===== config.mk =====
export PLATFORM = sky130hd
export DESIGN_NAME = touch_gesture_recognizer
export DESIGN_NICKNAME = d
export VERILOG_FILES = /design/src/rtl/tgr_pkg.sv /design/src/rtl/tgr_front.sv /design/src/rtl/tgr_fifo.sv /design/src/rtl/tgr_div.sv /design/src/rtl/tgr_back.sv /design/src/rtl/touch_gesture_recognizer.sv
export SDC_FILE = /design/constraint.sdc
export NUM_CORES = 1
export LEC_CHECK = 0
export BUFFER_PORTS_ARGS = -buffer_cell sky130_fd_sc_hd__buf_2
export CORE_MARGIN = 2
export CORE_UTILIZATION = 55
export DETAILED_ROUTE_END_ITERATION = 8
export PLACE_DENSITY = 0.8
export SLEW_MARGIN = 20
export SYNTH_ARGS = -nofsm -noshare
export SYNTH_HDL_FRONTEND = slang
export SYNTH_SLANG_ARGS = --single-unit

===== constraint.sdc =====
create_clock -name clk -period 5.15 [get_ports clk]
set_clock_uncertainty 0.1 [all_clocks]
set_input_delay 0.515 -clock clk [delete_from_list [all_inputs] [get_ports clk]]
set_output_delay 0.515 -clock clk [all_outputs]
set_load 0.02 [all_outputs]

===== src/rtl/tgr_pkg.sv =====
// ----------------------------------------------------------------------------
// tgr_pkg: shared types and constants of the touch gesture recogniser
// Register indexes, command and swipe codes, queue entry and result word.
// ----------------------------------------------------------------------------
`default_nettype none

package tgr_pkg;

    // configuration register indexes
    typedef enum logic [2:0] {
        REG_CAL_LEFT     = 3'd0,
        REG_CAL_RIGHT    = 3'd1,
        REG_CAL_TOP      = 3'd2,
        REG_CAL_BOTTOM   = 3'd3,
        REG_PRESSURE_MIN = 3'd4,
        REG_PRESSURE_MAX = 3'd5,
        REG_LONG_PRESS   = 3'd6,
        REG_TAP_MAX      = 3'd7
    } reg_idx_t;

    typedef enum logic [0:0] {
        CMD_SAMPLE  = 1'b0,
        CMD_CONSUME = 1'b1
    } cmd_t;

    typedef enum logic [2:0] {
        SWIPE_NONE  = 3'd0,
        SWIPE_UP    = 3'd1,
        SWIPE_DOWN  = 3'd2,
        SWIPE_LEFT  = 3'd3,
        SWIPE_RIGHT = 3'd4
    } swipe_t;

    localparam int RAW_W      = 10;
    localparam int POS_W      = 9;
    localparam int DELTA_W    = 10;
    localparam int TIME_W     = 32;
    localparam int DIVIDEND_W = 20;
    localparam int DIVISOR_W  = 10;

    typedef struct packed {
        logic [9:0]  cal_left;
        logic [9:0]  cal_right;
        logic [9:0]  cal_top;
        logic [9:0]  cal_bottom;
        logic [9:0]  pressure_min;
        logic [9:0]  pressure_max;
        logic [15:0] long_press_ms;
        logic [15:0] tap_max_ms;
    } cfg_t;

    // classified word waiting for the back end
    typedef struct packed {
        cmd_t               cmd;
        logic               contact;
        logic [31:0]        time_ms;
        logic signed [10:0] diff_x;
        logic signed [10:0] den_x;
        logic signed [10:0] diff_y;
        logic signed [10:0] den_y;
    } entry_t;

    typedef struct packed {
        logic               is_down;
        logic               pressed;
        logic               released;
        logic               tap;
        logic               long_press;
        swipe_t             swipe;
        logic               moved;
        logic [8:0]         pos_x;
        logic [8:0]         pos_y;
        logic signed [9:0]  delta_x;
        logic signed [9:0]  delta_y;
        logic [31:0]        last_activity;
    } result_t;

    typedef struct packed {
        logic push;
        logic pop;
        logic full;
        logic empty;
    } queue_ctl_t;

endpackage

`default_nettype wire


===== src/rtl/tgr_front.sv =====
// ----------------------------------------------------------------------------
// tgr_front: input classifier
// Tests pressure against the contact window and forms the calibration
// operands of both axes for the queue.
// ----------------------------------------------------------------------------
`default_nettype none

module tgr_front
    import tgr_pkg::*;
(
    input  wire logic        in_valid,
    output      logic        in_ready,
    input  wire cmd_t        cmd,
    input  wire logic [9:0]  raw_x,
    input  wire logic [9:0]  raw_y,
    input  wire logic [9:0]  pressure,
    input  wire logic [31:0] time_ms,
    input  wire cfg_t        cfg,
    input  wire logic        full,
    output      logic        push,
    output      entry_t      entry
);

    assign in_ready = !full;
    assign push     = in_valid && !full;

    always_comb
    begin
        entry.cmd     = cmd;
        entry.contact = (pressure > cfg.pressure_min) && (pressure < cfg.pressure_max);
        entry.time_ms = time_ms;
        entry.diff_x  = {1'b0, raw_x} - {1'b0, cfg.cal_left};
        entry.den_x   = {1'b0, cfg.cal_right} - {1'b0, cfg.cal_left};
        entry.diff_y  = {1'b0, raw_y} - {1'b0, cfg.cal_top};
        entry.den_y   = {1'b0, cfg.cal_bottom} - {1'b0, cfg.cal_top};
    end

endmodule

`default_nettype wire


===== src/rtl/tgr_fifo.sv =====
// ----------------------------------------------------------------------------
// tgr_fifo: two-word queue between front and back end
// ----------------------------------------------------------------------------
`default_nettype none

module tgr_fifo
    import tgr_pkg::*;
(
    input  wire logic   clk,
    input  wire logic   rst_n,
    input  wire logic   push,
    input  wire entry_t wr_data,
    input  wire logic   pop,
    output      entry_t rd_data,
    output      logic   full,
    output      logic   empty
);

    localparam int DEPTH = 2;
    localparam int PTR_W = $clog2(DEPTH);
    localparam int CNT_W = $clog2(DEPTH + 1);

    entry_t             slot_reg [DEPTH];
    logic [PTR_W-1:0]   wr_ptr_reg;
    logic [PTR_W-1:0]   rd_ptr_reg;
    logic [CNT_W-1:0]   count_reg;
    logic [CNT_W-1:0]   count_next;

    assign full    = (count_reg == CNT_W'(DEPTH));
    assign empty   = (count_reg == '0);
    assign rd_data = slot_reg[rd_ptr_reg];

    always_comb
    begin
        count_next = count_reg;
        if (push && !(pop && !empty))
        begin
            count_next = count_reg + 1'b1;
        end
        else if (!push && pop && !empty)
        begin
            count_next = count_reg - 1'b1;
        end
    end

    always_ff @(posedge clk)
    begin
        if (push)
        begin
            slot_reg[wr_ptr_reg] <= wr_data;
        end
    end

    always_ff @(posedge clk or negedge rst_n)
    begin
        if (!rst_n)
        begin
            wr_ptr_reg <= '0;
            rd_ptr_reg <= '0;
            count_reg  <= '0;
        end
        else
        begin
            if (push)
            begin
                wr_ptr_reg <= wr_ptr_reg + 1'b1;
            end
            if (pop && !empty)
            begin
                rd_ptr_reg <= rd_ptr_reg + 1'b1;
            end
            count_reg <= count_next;
        end
    end

endmodule

`default_nettype wire


===== src/rtl/tgr_div.sv =====
// ----------------------------------------------------------------------------
// tgr_div: restoring divider, one quotient bit per cycle
// Unsigned 20-bit dividend by 10-bit divisor; done pulses with the quotient.
// ----------------------------------------------------------------------------
`default_nettype none

module tgr_div
    import tgr_pkg::*;
(
    input  wire logic                  clk,
    input  wire logic                  rst_n,
    input  wire logic                  start,
    input  wire logic [DIVIDEND_W-1:0] dividend,
    input  wire logic [DIVISOR_W-1:0]  divisor,
    output      logic                  done,
    output      logic [DIVIDEND_W-1:0] quotient
);

    localparam int CNT_W = $clog2(DIVIDEND_W);

    logic [DIVIDEND_W-1:0] quo_reg;
    logic [DIVISOR_W-1:0]  rem_reg;
    logic [DIVISOR_W-1:0]  dvs_reg;
    logic [CNT_W-1:0]      cnt_reg;
    logic                  busy_reg;
    logic                  done_reg;

    logic [DIVISOR_W:0]    rem_sh;
    logic                  ge;
    logic [DIVISOR_W:0]    rem_sub;

    assign rem_sh   = {rem_reg, quo_reg[DIVIDEND_W-1]};
    assign ge       = (rem_sh >= {1'b0, dvs_reg});
    assign rem_sub  = rem_sh - {1'b0, dvs_reg};
    assign done     = done_reg;
    assign quotient = quo_reg;

    always_ff @(posedge clk)
    begin
        if (start)
        begin
            quo_reg <= dividend;
            rem_reg <= '0;
            dvs_reg <= divisor;
        end
        else if (busy_reg)
        begin
            quo_reg <= {quo_reg[DIVIDEND_W-2:0], ge};
            rem_reg <= ge ? rem_sub[DIVISOR_W-1:0] : rem_sh[DIVISOR_W-1:0];
        end
    end

    always_ff @(posedge clk or negedge rst_n)
    begin
        if (!rst_n)
        begin
            cnt_reg  <= '0;
            busy_reg <= 1'b0;
            done_reg <= 1'b0;
        end
        else
        begin
            done_reg <= 1'b0;
            if (start)
            begin
                cnt_reg  <= CNT_W'(DIVIDEND_W - 1);
                busy_reg <= 1'b1;
            end
            else if (busy_reg)
            begin
                cnt_reg <= cnt_reg - 1'b1;
                if (cnt_reg == '0)
                begin
                    busy_reg <= 1'b0;
                    done_reg <= 1'b1;
                end
            end
        end
    end

endmodule

`default_nettype wire


===== src/rtl/tgr_back.sv =====
// ----------------------------------------------------------------------------
// tgr_back: gesture engine
// Pops classified words, scales both axes through two dividers, runs the
// debounce and gesture tracking and loads the result register.
// ----------------------------------------------------------------------------
`default_nettype none

module tgr_back
    import tgr_pkg::*;
#(
    parameter int SCREEN_WIDTH  = 320,
    parameter int SCREEN_HEIGHT = 480,
    parameter int DEBOUNCE_MS   = 20,
    parameter int TAP_SLOP      = 12,
    parameter int SWIPE_MIN     = 40
)
(
    input  wire logic    clk,
    input  wire logic    rst_n,
    input  wire cfg_t    cfg,
    input  wire entry_t  entry,
    input  wire logic    empty,
    output      logic    pop,
    output      logic    res_valid,
    input  wire logic    res_ready,
    output      result_t res
);

    typedef enum logic [3:0] {
        ST_IDLE   = 4'b0001,
        ST_LOAD   = 4'b0010,
        ST_DIV    = 4'b0100,
        ST_UPDATE = 4'b1000
    } state_t;

    localparam logic [DIVIDEND_W-1:0] SPAN_X   = DIVIDEND_W'(SCREEN_WIDTH);
    localparam logic [DIVIDEND_W-1:0] SPAN_Y   = DIVIDEND_W'(SCREEN_HEIGHT);
    localparam logic [DIVIDEND_W-1:0] LIMIT_X  = DIVIDEND_W'(SCREEN_WIDTH - 1);
    localparam logic [DIVIDEND_W-1:0] LIMIT_Y  = DIVIDEND_W'(SCREEN_HEIGHT - 1);
    localparam logic [31:0]           DEBOUNCE = 32'(DEBOUNCE_MS);
    localparam logic [9:0]            SLOP     = 10'(TAP_SLOP);
    localparam logic [9:0]            SWIPE_TH = 10'(SWIPE_MIN);

    function automatic logic [9:0] abs11(input logic signed [10:0] v);
        logic signed [10:0] n;
        n = -v;
        return v[10] ? n[9:0] : v[9:0];
    endfunction

    function automatic logic [9:0] abs10(input logic signed [9:0] v);
        logic signed [9:0] n;
        n = -v;
        return v[9] ? n : v;
    endfunction

    state_t  state_reg, state_next;
    entry_t  work_reg;
    logic    zero_x_reg, zero_y_reg;
    logic    out_valid_reg;
    result_t res_reg;

    // gesture state
    logic              deb_reg, deb_next;
    logic [31:0]       edge_reg, edge_next;
    logic              long_fired_reg, long_fired_next;
    logic [31:0]       last_act_reg, last_act_next;
    logic              gdown_reg, gdown_next;
    logic [8:0]        start_x_reg, start_x_next;
    logic [8:0]        start_y_reg, start_y_next;
    logic [31:0]       press_time_reg, press_time_next;
    logic              moved_reg, moved_next;
    logic [8:0]        cur_x_reg, cur_x_next;
    logic [8:0]        cur_y_reg, cur_y_next;
    logic signed [9:0] disp_x_reg, disp_x_next;
    logic signed [9:0] disp_y_reg, disp_y_next;

    logic              div_start;
    logic [DIVIDEND_W-1:0] prod_x, prod_y;
    logic [DIVISOR_W-1:0]  dvs_x, dvs_y;
    logic              done_x, done_y;
    logic [DIVIDEND_W-1:0] quo_x, quo_y;
    logic [8:0]        mx, my;
    logic              out_free;
    logic              fire;
    result_t           res_next;

    assign out_free  = !out_valid_reg || res_ready;
    assign fire      = (state_reg == ST_UPDATE) && out_free;
    assign pop       = (state_reg == ST_IDLE) && !empty;
    assign div_start = (state_reg == ST_LOAD);
    assign res_valid = out_valid_reg;
    assign res       = res_reg;

    // scale magnitudes; sign and degenerate cases are settled outside the divider
    assign prod_x = DIVIDEND_W'(abs11(work_reg.diff_x)) * SPAN_X;
    assign prod_y = DIVIDEND_W'(abs11(work_reg.diff_y)) * SPAN_Y;
    assign dvs_x  = abs11(work_reg.den_x);
    assign dvs_y  = abs11(work_reg.den_y);

    tgr_div u_div_x (
        .clk      (clk),
        .rst_n    (rst_n),
        .start    (div_start),
        .dividend (prod_x),
        .divisor  (dvs_x),
        .done     (done_x),
        .quotient (quo_x)
    );

    tgr_div u_div_y (
        .clk      (clk),
        .rst_n    (rst_n),
        .start    (div_start),
        .dividend (prod_y),
        .divisor  (dvs_y),
        .done     (done_y),
        .quotient (quo_y)
    );

    // clamp to the screen
    assign mx = zero_x_reg ? 9'd0 : ((quo_x > LIMIT_X) ? LIMIT_X[8:0] : quo_x[8:0]);
    assign my = zero_y_reg ? 9'd0 : ((quo_y > LIMIT_Y) ? LIMIT_Y[8:0] : quo_y[8:0]);

    always_comb
    begin
        state_next = state_reg;
        case (state_reg)
            ST_IDLE:
            begin
                if (!empty)
                begin
                    state_next = (entry.cmd == CMD_CONSUME) ? ST_UPDATE : ST_LOAD;
                end
            end
            ST_LOAD:
            begin
                state_next = ST_DIV;
            end
            ST_DIV:
            begin
                if (done_x && done_y)
                begin
                    state_next = ST_UPDATE;
                end
            end
            ST_UPDATE:
            begin
                if (out_free)
                begin
                    state_next = ST_IDLE;
                end
            end
            default:
            begin
                state_next = ST_IDLE;
            end
        endcase
    end

    always_comb
    begin
        logic              skip;
        logic [31:0]       ms;
        logic [8:0]        base_x, base_y;
        logic [31:0]       press_base;
        logic              moved_new;
        logic              long_base;
        logic signed [9:0] dx, dy;
        logic [9:0]        ax, ay;

        deb_next        = deb_reg;
        edge_next       = edge_reg;
        long_fired_next = long_fired_reg;
        last_act_next   = last_act_reg;
        gdown_next      = gdown_reg;
        start_x_next    = start_x_reg;
        start_y_next    = start_y_reg;
        press_time_next = press_time_reg;
        moved_next      = moved_reg;
        cur_x_next      = cur_x_reg;
        cur_y_next      = cur_y_reg;
        disp_x_next     = disp_x_reg;
        disp_y_next     = disp_y_reg;

        skip       = 1'b0;
        ms         = work_reg.time_ms;
        base_x     = start_x_reg;
        base_y     = start_y_reg;
        press_base = press_time_reg;
        moved_new  = moved_reg;
        long_base  = long_fired_reg;
        dx         = '0;
        dy         = '0;
        ax         = abs10(disp_x_reg);
        ay         = abs10(disp_y_reg);

        res_next            = '0;
        res_next.swipe      = SWIPE_NONE;

        if (fire)
        begin
            if (work_reg.cmd == CMD_CONSUME)
            begin
                long_fired_next = 1'b1;
            end
            else
            begin
                if (work_reg.contact != deb_reg)
                begin
                    if ((ms - edge_reg) >= DEBOUNCE)
                    begin
                        deb_next  = work_reg.contact;
                        edge_next = ms;
                    end
                    else if (!work_reg.contact)
                    begin
                        // bounce toward release: ignore the word, hold the gesture state
                        skip = 1'b1;
                    end
                end
                else
                begin
                    edge_next = ms;
                end

                if (!skip)
                begin
                    if (deb_next)
                    begin
                        last_act_next = ms;
                        if (!gdown_reg)
                        begin
                            gdown_next       = 1'b1;
                            res_next.pressed = 1'b1;
                            start_x_next     = mx;
                            start_y_next     = my;
                            press_time_next  = ms;
                            base_x           = mx;
                            base_y           = my;
                            press_base       = ms;
                            moved_new        = 1'b0;
                            long_base        = 1'b0;
                        end
                        cur_x_next  = mx;
                        cur_y_next  = my;
                        dx          = {1'b0, mx} - {1'b0, base_x};
                        dy          = {1'b0, my} - {1'b0, base_y};
                        disp_x_next = dx;
                        disp_y_next = dy;
                        if ((abs10(dx) > SLOP) || (abs10(dy) > SLOP))
                        begin
                            moved_new = 1'b1;
                        end
                        moved_next      = moved_new;
                        long_fired_next = long_base;
                        if (!long_base && !moved_new &&
                            ((ms - press_base) >= {16'd0, cfg.long_press_ms}))
                        begin
                            res_next.long_press = 1'b1;
                            long_fired_next     = 1'b1;
                        end
                    end
                    else if (gdown_reg)
                    begin
                        gdown_next        = 1'b0;
                        res_next.released = 1'b1;
                        last_act_next     = ms;
                        if (!moved_reg && !long_fired_reg &&
                            ((ms - press_time_reg) <= {16'd0, cfg.tap_max_ms}))
                        begin
                            res_next.tap = 1'b1;
                        end
                        else if ((ax >= SWIPE_TH) || (ay >= SWIPE_TH))
                        begin
                            if (ax > ay)
                            begin
                                res_next.swipe = (disp_x_reg > 10'sd0) ? SWIPE_RIGHT
                                                                       : SWIPE_LEFT;
                            end
                            else
                            begin
                                res_next.swipe = (disp_y_reg > 10'sd0) ? SWIPE_DOWN
                                                                       : SWIPE_UP;
                            end
                        end
                    end
                end
            end
        end

        res_next.is_down       = gdown_next;
        res_next.moved         = moved_next;
        res_next.pos_x         = cur_x_next;
        res_next.pos_y         = cur_y_next;
        res_next.delta_x       = disp_x_next;
        res_next.delta_y       = disp_y_next;
        res_next.last_activity = last_act_next;
    end

    always_ff @(posedge clk)
    begin
        if (pop)
        begin
            work_reg <= entry;
        end
        if (state_reg == ST_LOAD)
        begin
            zero_x_reg <= (work_reg.den_x == '0) || (work_reg.diff_x == '0) ||
                          (work_reg.diff_x[10] != work_reg.den_x[10]);
            zero_y_reg <= (work_reg.den_y == '0) || (work_reg.diff_y == '0) ||
                          (work_reg.diff_y[10] != work_reg.den_y[10]);
        end
        if (fire)
        begin
            res_reg <= res_next;
        end
    end

    always_ff @(posedge clk or negedge rst_n)
    begin
        if (!rst_n)
        begin
            state_reg      <= ST_IDLE;
            out_valid_reg  <= 1'b0;
            deb_reg        <= 1'b0;
            edge_reg       <= '0;
            long_fired_reg <= 1'b0;
            last_act_reg   <= '0;
            gdown_reg      <= 1'b0;
            start_x_reg    <= '0;
            start_y_reg    <= '0;
            press_time_reg <= '0;
            moved_reg      <= 1'b0;
            cur_x_reg      <= '0;
            cur_y_reg      <= '0;
            disp_x_reg     <= '0;
            disp_y_reg     <= '0;
        end
        else
        begin
            state_reg <= state_next;
            if (fire)
            begin
                out_valid_reg <= 1'b1;
            end
            else if (res_ready)
            begin
                out_valid_reg <= 1'b0;
            end
            deb_reg        <= deb_next;
            edge_reg       <= edge_next;
            long_fired_reg <= long_fired_next;
            last_act_reg   <= last_act_next;
            gdown_reg      <= gdown_next;
            start_x_reg    <= start_x_next;
            start_y_reg    <= start_y_next;
            press_time_reg <= press_time_next;
            moved_reg      <= moved_next;
            cur_x_reg      <= cur_x_next;
            cur_y_reg      <= cur_y_next;
            disp_x_reg     <= disp_x_next;
            disp_y_reg     <= disp_y_next;
        end
    end

endmodule

`default_nettype wire


===== src/rtl/touch_gesture_recognizer.sv =====
// ----------------------------------------------------------------------------
// touch_gesture_recognizer: resistive touch panel gesture recogniser
//
// Words in on the s_axis channel: tuser is the command (sample or consume),
// tdata carries one panel sample and its millisecond timestamp. One word out
// on the m_axis channel for every word in, in order: contact state, the
// pressed / released / tap / long press / swipe events, calibrated position,
// displacement from the press start and the last activity time.
// A sample word goes from the queue through the load, division and update
// states to a valid output word; a consume word goes straight to update. The
// 20-step restoring division scales each axis (one divider per axis, run side
// by side), and the engine finishes one word before it pops the next.
// A two-word queue sits behind the input: up to two further words are taken
// while one is being worked on. When m_axis_tready is low the finished word
// holds in the output register and the engine waits, then the queue fills
// and s_axis_tready drops.
// Reset clears the gesture state, the queue and the output valid flag, and
// loads the calibration and timing registers with their defaults.
// cfg_we writes cfg_wdata to register cfg_addr at once; the user must use it
// only while no word is in flight, which the block itself does not enforce.
// ----------------------------------------------------------------------------
`default_nettype none

module touch_gesture_recognizer
    import tgr_pkg::*;
#(
    parameter int SCREEN_WIDTH  = 320,
    parameter int SCREEN_HEIGHT = 480,
    parameter int DEBOUNCE_MS   = 20,
    parameter int TAP_SLOP      = 12,
    parameter int SWIPE_MIN     = 40
)
(
    input  wire logic        clk,
    input  wire logic        rst_n,
    input  wire logic        s_axis_tvalid,
    output      logic        s_axis_tready,
    // raw_x[9:0], raw_y[19:10], pressure[29:20], time_ms[61:30], zero pad[63:62]
    input  wire logic [63:0] s_axis_tdata,
    // cmd[0]
    input  wire logic        s_axis_tuser,
    output      logic        m_axis_tvalid,
    input  wire logic        m_axis_tready,
    // is_down[0], pressed[1], released[2], tap[3], long_press[4], swipe[7:5],
    // moved[8], pos_x[17:9], pos_y[26:18], delta_x[36:27], delta_y[46:37],
    // last_activity[78:47], zero pad[79]
    output      logic [79:0] m_axis_tdata,
    input  wire logic        cfg_we,
    input  wire logic [2:0]  cfg_addr,
    input  wire logic [15:0] cfg_wdata
);

    cfg_t       cfg_reg;
    logic       q_push;
    logic       q_pop;
    logic       q_full;
    logic       q_empty;
    entry_t     push_entry;
    entry_t     head_entry;
    result_t    res;

    always_ff @(posedge clk or negedge rst_n)
    begin
        if (!rst_n)
        begin
            cfg_reg.cal_left      <= 10'd0;
            cfg_reg.cal_right     <= 10'd1023;
            cfg_reg.cal_top       <= 10'd0;
            cfg_reg.cal_bottom    <= 10'd1023;
            cfg_reg.pressure_min  <= 10'd10;
            cfg_reg.pressure_max  <= 10'd1000;
            cfg_reg.long_press_ms <= 16'd600;
            cfg_reg.tap_max_ms    <= 16'd250;
        end
        else if (cfg_we)
        begin
            case (cfg_addr)
                REG_CAL_LEFT:     cfg_reg.cal_left      <= cfg_wdata[9:0];
                REG_CAL_RIGHT:    cfg_reg.cal_right     <= cfg_wdata[9:0];
                REG_CAL_TOP:      cfg_reg.cal_top       <= cfg_wdata[9:0];
                REG_CAL_BOTTOM:   cfg_reg.cal_bottom    <= cfg_wdata[9:0];
                REG_PRESSURE_MIN: cfg_reg.pressure_min  <= cfg_wdata[9:0];
                REG_PRESSURE_MAX: cfg_reg.pressure_max  <= cfg_wdata[9:0];
                REG_LONG_PRESS:   cfg_reg.long_press_ms <= cfg_wdata;
                REG_TAP_MAX:      cfg_reg.tap_max_ms    <= cfg_wdata;
                default:          cfg_reg               <= cfg_reg;
            endcase
        end
    end

    tgr_front u_front (
        .in_valid (s_axis_tvalid),
        .in_ready (s_axis_tready),
        .cmd      (cmd_t'(s_axis_tuser)),
        .raw_x    (s_axis_tdata[9:0]),
        .raw_y    (s_axis_tdata[19:10]),
        .pressure (s_axis_tdata[29:20]),
        .time_ms  (s_axis_tdata[61:30]),
        .cfg      (cfg_reg),
        .full     (q_full),
        .push     (q_push),
        .entry    (push_entry)
    );

    tgr_fifo u_fifo (
        .clk     (clk),
        .rst_n   (rst_n),
        .push    (q_push),
        .wr_data (push_entry),
        .pop     (q_pop),
        .rd_data (head_entry),
        .full    (q_full),
        .empty   (q_empty)
    );

    tgr_back #(
        .SCREEN_WIDTH  (SCREEN_WIDTH),
        .SCREEN_HEIGHT (SCREEN_HEIGHT),
        .DEBOUNCE_MS   (DEBOUNCE_MS),
        .TAP_SLOP      (TAP_SLOP),
        .SWIPE_MIN     (SWIPE_MIN)
    ) u_back (
        .clk       (clk),
        .rst_n     (rst_n),
        .cfg       (cfg_reg),
        .entry     (head_entry),
        .empty     (q_empty),
        .pop       (q_pop),
        .res_valid (m_axis_tvalid),
        .res_ready (m_axis_tready),
        .res       (res)
    );

    assign m_axis_tdata = {1'b0, res.last_activity, res.delta_y, res.delta_x,
                           res.pos_y, res.pos_x, res.moved, res.swipe,
                           res.long_press, res.tap, res.released, res.pressed,
                           res.is_down};

    // a tap is a release of an unmoved press
    a_tap_on_release: assert property (@(posedge clk) disable iff (!rst_n)
        m_axis_tvalid && res.tap |-> res.released && !res.moved)
        else $error("tap without an unmoved release");

    // a swipe is reported only on a release that was not a tap
    a_swipe_on_release: assert property (@(posedge clk) disable iff (!rst_n)
        m_axis_tvalid && (res.swipe != SWIPE_NONE) |-> res.released && !res.tap)
        else $error("swipe outside a non-tap release");

    a_long_while_held: assert property (@(posedge clk) disable iff (!rst_n)
        m_axis_tvalid && res.long_press |-> res.is_down && !res.moved)
        else $error("long press while released or moved");

    // the press start point is the current point
    a_press_origin: assert property (@(posedge clk) disable iff (!rst_n)
        m_axis_tvalid && res.pressed |->
            res.is_down && (res.delta_x == '0) && (res.delta_y == '0))
        else $error("press with nonzero displacement");

endmodule

`default_nettype wire


=== Word level (Yosys, flattened, before mapping) ===
Memories as Yosys holds them, arrays and structs flattened.
Index checks and enable logic that the tools add are counted.

* Flip-flop bits (word level): 510
* Latch bits: 0
* Memory bits (writable): 156
* ROM bits: 0
* Input bits: 89
* Output and inout port bits: 82
* Word-level logic and storage cells: 311
* Memories: 1

* $add $sub $neg: 25
* $mul: 2
* Divide/modulo/power cells: 0
* Magnitude comparators: 16
* Equal/unequal tests: 20
* Shifts and indexed selects: 0
* Multiplexer cells: 122
* Bitwise logic cells: 5
* Reduce and logical (&&, ||, !) cells: 59

{| class="wikitable"
|+ Memory list
! name !! words !! width !! read ports !! clocked after Yosys merged registers in !! wr ports !! RTL line !! source
|-
| u_fifo.slot_reg || 2 || 78 || 1 || 0 || 1 || tgr_fifo.sv:23 || <nowiki>entry_t slot_reg [DEPTH];</nowiki>
|}

{| class="wikitable"
|+ Operators with widths
! operator !! number
|-
| 2-to-1 mux 32 bit || 12
|-
| 2-to-1 mux 9 bit || 22
|-
| 2-to-1 mux 10 bit || 18
|-
| subtractor 32 bit || 3
|-
| negation 10 bit || 8
|-
| 2-to-1 mux 19 bit || 4
|-
| 2-to-1 mux 1 bit || 51
|-
| logical NOT 11 bit || 4
|-
| subtractor 10 x 10 -> 11 bit || 4
|-
| greater-than comparator 20 x 9 -> 1 bit, second input constant || 2
|-
| >= comparator 32 x 16 -> 1 bit || 1
|-
| >= comparator 32 x 5 -> 1 bit, second input constant || 1
|-
| less-or-equal comparator 32 x 16 -> 1 bit || 1
|-
| >= comparator 11 x 10 -> 1 bit || 2
|-
| >= comparator 10 x 6 -> 1 bit, second input constant || 2
|-
| greater-than comparator 10 x 1 -> 1 bit, second input constant || 2
|-
| greater-than comparator 10 bit || 2
|-
| greater-than comparator 10 x 4 -> 1 bit, second input constant || 2
|-
| 2-to-1 mux 5 bit || 4
|-
| subtractor 10 bit || 2
|-
| subtractor 9 x 9 -> 10 bit || 2
|-
| AND reduction 2 bit || 9
|-
| 2-to-1 mux 4 bit || 4
|-
| case mux 4 bit (4 select lines) || 1
|-
| 33 further kinds || 86
|}

=== Longest topological paths before layout ===
* Depth in word-level cells: 27
* Gate-level depth with buffers: 26
* Depth with buffers taken out: 23

=== Modules after synthesis ===
From an unflattened synthesis, not the netlist that was laid out.

* Cells, all modules: 3,382
* Area total of the unflattened synthesis: 38,435.6 µm²

{| class="wikitable"
|+ By module, submodules not included
! module !! instances !! cells each !! area an instance (µm²) !! seq. area each (µm²)
|-
| tgr_back || 1 || 2,178 || 21,560.7 || 8,804.7
|-
| tgr_fifo || 1 || 263 || 5,865.6 || 4,784.6
|-
| tgr_div || 2 || 200 || 2,438.6 || 1,276.2
|-
| touch_gesture_recognizer || 1 || 205 || 3,626.0 || 2,349.8
|-
| tgr_front || 1 || 336 || 2,506.2 || 0.0
|}

=== Worst setup path before layout ===
Ideal clock, no wire load.

* Path kind: reg-to-reg
* Start point: reg u_back.gdown_reg
* End point: reg u_back.res_reg, in the netlist u_back.res[74] (data pin)
* Setup time: 280 ps
* Arrival: 4,985 ps
* Required time: 4,770 ps
* Setup slack: -215 ps
* Cell stages (with the launch flop): 24
* Path buffers: 3
* Clock period less this slack: 5,365 ps
* Cells stage by stage: dfrtp_1 > clkbuf_1 > clkbuf_1 > clkbuf_1 > mux2i_1 > ha_1 > a21o_1 > a211o_1 > o21a_1 > o2111ai_1 > nand3_1 > a21oi_1 > xnor2_1 > ha_1 > a2111oi_0 > o2111ai_1 > nor4_1 > o311a_1 > nand3_1 > or4_1 > nor4_1 > nand4_1 > nand3_1 > a211oi_1

* Cells in the longest elaborated chain, start to end: 19
* Elaborated cells between the ends (all ways): 42
* Those cells by class: 5 x add/sub; 3 x order compare; 29 x mux; 5 x reduce/logical

{| class="wikitable"
|+ Ends and longest elaborated chain
! element !! RTL line !! source
|-
| start: declaration || tgr_back.sv:67 || <nowiki>logic gdown_reg, gdown_next;</nowiki>
|-
| start signal: assignment || tgr_back.sv:354 || <nowiki>gdown_reg <= gdown_next;</nowiki>
|-
| 2-to-1 mux 9 bit || tgr_back.sv:231 || <nowiki>if (!gdown_reg)</nowiki>
|-
| 2-to-1 mux 9 bit || tgr_back.sv:228 || <nowiki>if (deb_next)</nowiki>
|-
| 2-to-1 mux 9 bit || tgr_back.sv:226 || <nowiki>if (!skip)</nowiki>
|-
| 2-to-1 mux 9 bit || tgr_back.sv:202 || <nowiki>if (work_reg.cmd == CMD_CONSUME)</nowiki>
|-
| 2-to-1 mux 9 bit || tgr_back.sv:200 || <nowiki>if (fire)</nowiki>
|-
| subtractor 9 x 9 -> 10 bit (on tied branches) || tgr_back.sv:246, tgr_back.sv:247 ||
|-
| negation 10 bit || tgr_back.sv:52 || <nowiki>n = -v;</nowiki>
|-
| 2-to-1 mux 10 bit || tgr_back.sv:53 || <nowiki>return v[9] ? n : v;</nowiki>
|-
| [3 not listed] || -- ||
|-
| 2-to-1 mux 1 bit || tgr_back.sv:228 ||
|-
| 2-to-1 mux 1 bit || tgr_back.sv:226 ||
|-
| 2-to-1 mux 1 bit || tgr_back.sv:202 ||
|-
| 2-to-1 mux 1 bit || tgr_back.sv:200 ||
|-
| logical NOT 1 bit || tgr_back.sv:256 || <nowiki>if (!long_base && !moved_new &&</nowiki>
|-
| logical AND 1 bit || tgr_back.sv:256 ||
|-
| logical AND 1 bit * || tgr_back.sv:256 ||
|-
| 2-to-1 mux 1 bit * || tgr_back.sv:256 ||
|-
| end signal: assignment || tgr_back.sv:315 || <nowiki>res_reg <= res_next;</nowiki>
|-
| end: declaration || tgr_back.sv:60 || <nowiki>result_t res_reg;</nowiki>
|}

Mark *: on every way between the ends. The rest lies on a longest branch, timed or not. The select of a mux whose other input is x is not followed.
A chain may end at the register's enable or synchronous reset.

=== Worst setup path after layout ===
Ends and elaborated chain as after synthesis.

==> metrics.cfg <==
[outcome]
status = finished, final reports clean

[global_route]
grt_pass1_wl_mm = 142
gr-total-overflow = 0
grt_max_degree = 139
grt_pass1_vias = 26525
grt.busiest_layer = met2
grt_usage_pct = 25.1
use_met1_pct = 35.0
antenna_found_initial = 7
grtUsageMet3_pct = 4.04
grt.met2_usage_pct = 40.8

[synth]
avgSynthCellArea_um2 = 11.0
synth.area.top_cells = edfxtp_1 29%, dfrtp_1 15%, ha_1 9.1%, mux2_2 6.0%, o21ai_0 3.5%
synth_top_family_by_area = compound AO/OA/AOI/OAI gates
syn-cell-area_um2 = 37700
synth_edf_count = 362
synth.net_count = 3827
synth_fa_ha_area_share_pct = 10.6
synth_most_common_cell = edfxtp_1
yosys.area_share.simple_pct = 10.6
synth_flop_cell = edfxtp_1
synth_cell_type_count = 90
synth_top_area_share_pct = 28.9
synthArstFlopShare_pct = 40.7
synth_common_cells = 362 x edfxtp_1, 276 x inv_1, 274 x ha_1
synth-seq-cells = 666
synth_compound_area_share_pct = 13.1
yosysSeqAreaShare_pct = 48.8
ys_warn_count = 0
synthMuxAreaShare_pct = 8.94
synthCells = 3435
synth_xor_area_share_pct = 3.93
yosysTopAreaCell = edfxtp_1

[drt]
drcViolationCount = 0
ant_nets = 0
routed-via-count = 27163
avgViaCountPerCell = 5.86
drt_iter0_drc = 2347
wl_per_cell_um = 19.1
routed_wl_mm = 88.5
drt-pass1-iter-count = 7

[clock_tree]
cts_tree = built
clockRootBuffer = clkbuf_16
cts_htree_levels = 3
cts.path.max_buffers = 3
clk_pin_slew_ns = 0.06
insertion_delay_ns = 0.64
cts_sinks = 666
cts_buffers = 72

[flow_run]
drv_cap = 0

[critical_path]
start_kind = flip-flop
r2r_setup_slack_ns = 0.16
critPathTopFamily = compound AO/OA/AOI/OAI gates
critPathCaptureType = flip-flop
worst-path-max-fanout = 4
path_class = reg -> reg
critPathMaxStageDelay_ns = 0.44
cp.required_ns = 5.42
crit_chain = o21ai_2 -> ha_2 -> inv_1 -> fa_2 -> a211oi_2 -> o211ai_1 -> a21boi_2 -> a21o_1 -> a21oi_2 -> o21bai_1 -> a21oi_1 -> xnor2_1 -> ha_1 -> nand4_1 -> a21oi_1 -> a2111oi_2 -> buf_4 -> nand3_2 -> or4_4 -> nor4_4 -> buf_4 -> nand4_1 -> nand3_1 -> a211oi_1
crit_path_top_delay_cell = or4_4
critPathBufInv = 3
cp.arrival_ns = 5.26

[floorplan]
core-area_um2 = 67500
die-area_um2 = 70600
start_util_pct = 55.8
rows = 95
die_h_um = 266
num_io_pins = 171
die_w_um = 266

[timing]
worstMarginPinSlew_ns = 1.03
fin_crit_sh_pct = 97.0
hold_viol = 0
fmax_mhz = 200
finalCriticalPeriod_ns = 4.99
relSlewSlack_pct = 30.1
layout_setup_ws_ns = 0.157
setup_viol = 0
rsz0062_at_grt = true
drv_slew = 0
fin_setup_tns_ns = 0

[place]
hpwl_mm = 63.9
place.port_buffers = 167
dp_slack_ns = -0.285
gp_congestion = 0.947

[finish]
drive_gt1_share_pct = 18.9
largest_reg_flops = 156
layout-area-overhead-vs-synth_pct = 14.5
final_util_pct = 63.8
num-nets-final = 4094

[worst_hold_path]
hold_path_class = in -> reg

-- worst paths after layout --
kind	start	to	cells past startpoint
worst min register to register	u_back.start_y_reg[8]$_DFFE_PN0P_	u_back.start_y_reg[8]$_DFFE_PN0P_	2
worst min-delay path	cfg_wdata[14]	cfg_reg[30]$_DFFE_PN0P_	2
worst max-delay path	u_back.gdown_reg$_DFF_PN0_	u_back.res[74]$_SDFFCE_PP0P_	24
worst max register to register	u_back.gdown_reg$_DFF_PN0_	u_back.res[74]$_SDFFCE_PP0P_	24
min in group asynchronous	rst_n	u_back.disp_y_reg[3]$_DFF_PN0_	2
max in group asynchronous	rst_n	cfg_reg[32]$_DFFE_PN0P_	3
-- layer usage --
layer  wire length, um  share of wire, %  up-vias
met3              4950               5.6      153
met5                42             0.047        -
met1             39900                45    13156
met4              2080               2.4        6
li1                  -                 -    13050
met2             41600                47      798
-- metrics by stage --
stage	area (um^2)	instances	hold slack [ns]
after global placement	39900	4448	0.360
after CTS	42700	4618	0.00259
after floorplan	37700	3435	0.119
after detailed placement	39900	4448	0.370
after global routing	43100	4636	0.0216
final	43100	4639	0.0331
-- layout make-up --
type	instances	area, um^2
repair buffers	305	2090
diodes	4	10.0
clock buffers	85	1860
multi-input cells	2381	18100
clock inverters	49	532
inverters	276	1040
flip-flops and latches	666	18400
well taps	873	1090
fillers	5097	24400
-- worst register-to-register path, cell delays in order (launching register included) --
cell,delay [ns]
dfrtp_2,0.43
o21ai_2,0.15
ha_2,0.19
inv_1,0.06
fa_2,0.42
a211oi_2,0.24
o211ai_1,0.17
a21boi_2,0.21
a21o_1,0.21
a21oi_2,0.16
o21bai_1,0.08
a21oi_1,0.15
xnor2_1,0.14
ha_1,0.25
nand4_1,0.10
a21oi_1,0.07
a2111oi_2,0.24
buf_4,0.17
nand3_2,0.06
or4_4,0.44
nor4_4,0.22
buf_4,0.15
nand4_1,0.14
nand3_1,0.12
a211oi_1,0.05
-- placed cells by master (no fill, tap or decap), types with 29 or more instances in the layout --
master         count
a21o_1            65
a21oi_1          167
buf_2            166
buf_4             90
clkbuf_16         72
dfrtp_1          230
dfstp_2           39
dfxtp_1           33
dlygate4sd3_1     36
edfxtp_1         362
ha_1             268
inv_1            272
mux2_1            34
mux2_2           202
mux2i_1           66
nand2_1          254
nand2b_1          48
nand3_1           54
nand4_1           38
nor2_1           185
nor2b_1           39
nor3_1            56
nor4_1            29
o21a_1            31
o21ai_0          257
xnor2_1          110
xor2_1            58
-- logic make-up (layout without fill, tap and decap cells) --
family	Yosys count	count (layout)
xor+xnor	169	169
compound gates	782	782
mux	307	307
flops	666	666
fa+ha+maj	303	303
buf+inv	388	715
other cells	1	5
simple gates	819	819
-- timing repair --
item                                   4_1_cts  5_1_grt
gates resized for setup                      7       53
hold buffers                                36        0
endpoints found under the hold margin      132        0
setup buffers                                0       15
pin swaps                                    0       34
setup endpoints to repair                    2       13
Power is left out: the tool's default activity adds up to more than one toggle a clock period on the data nets, which glitch-free logic cannot reach.
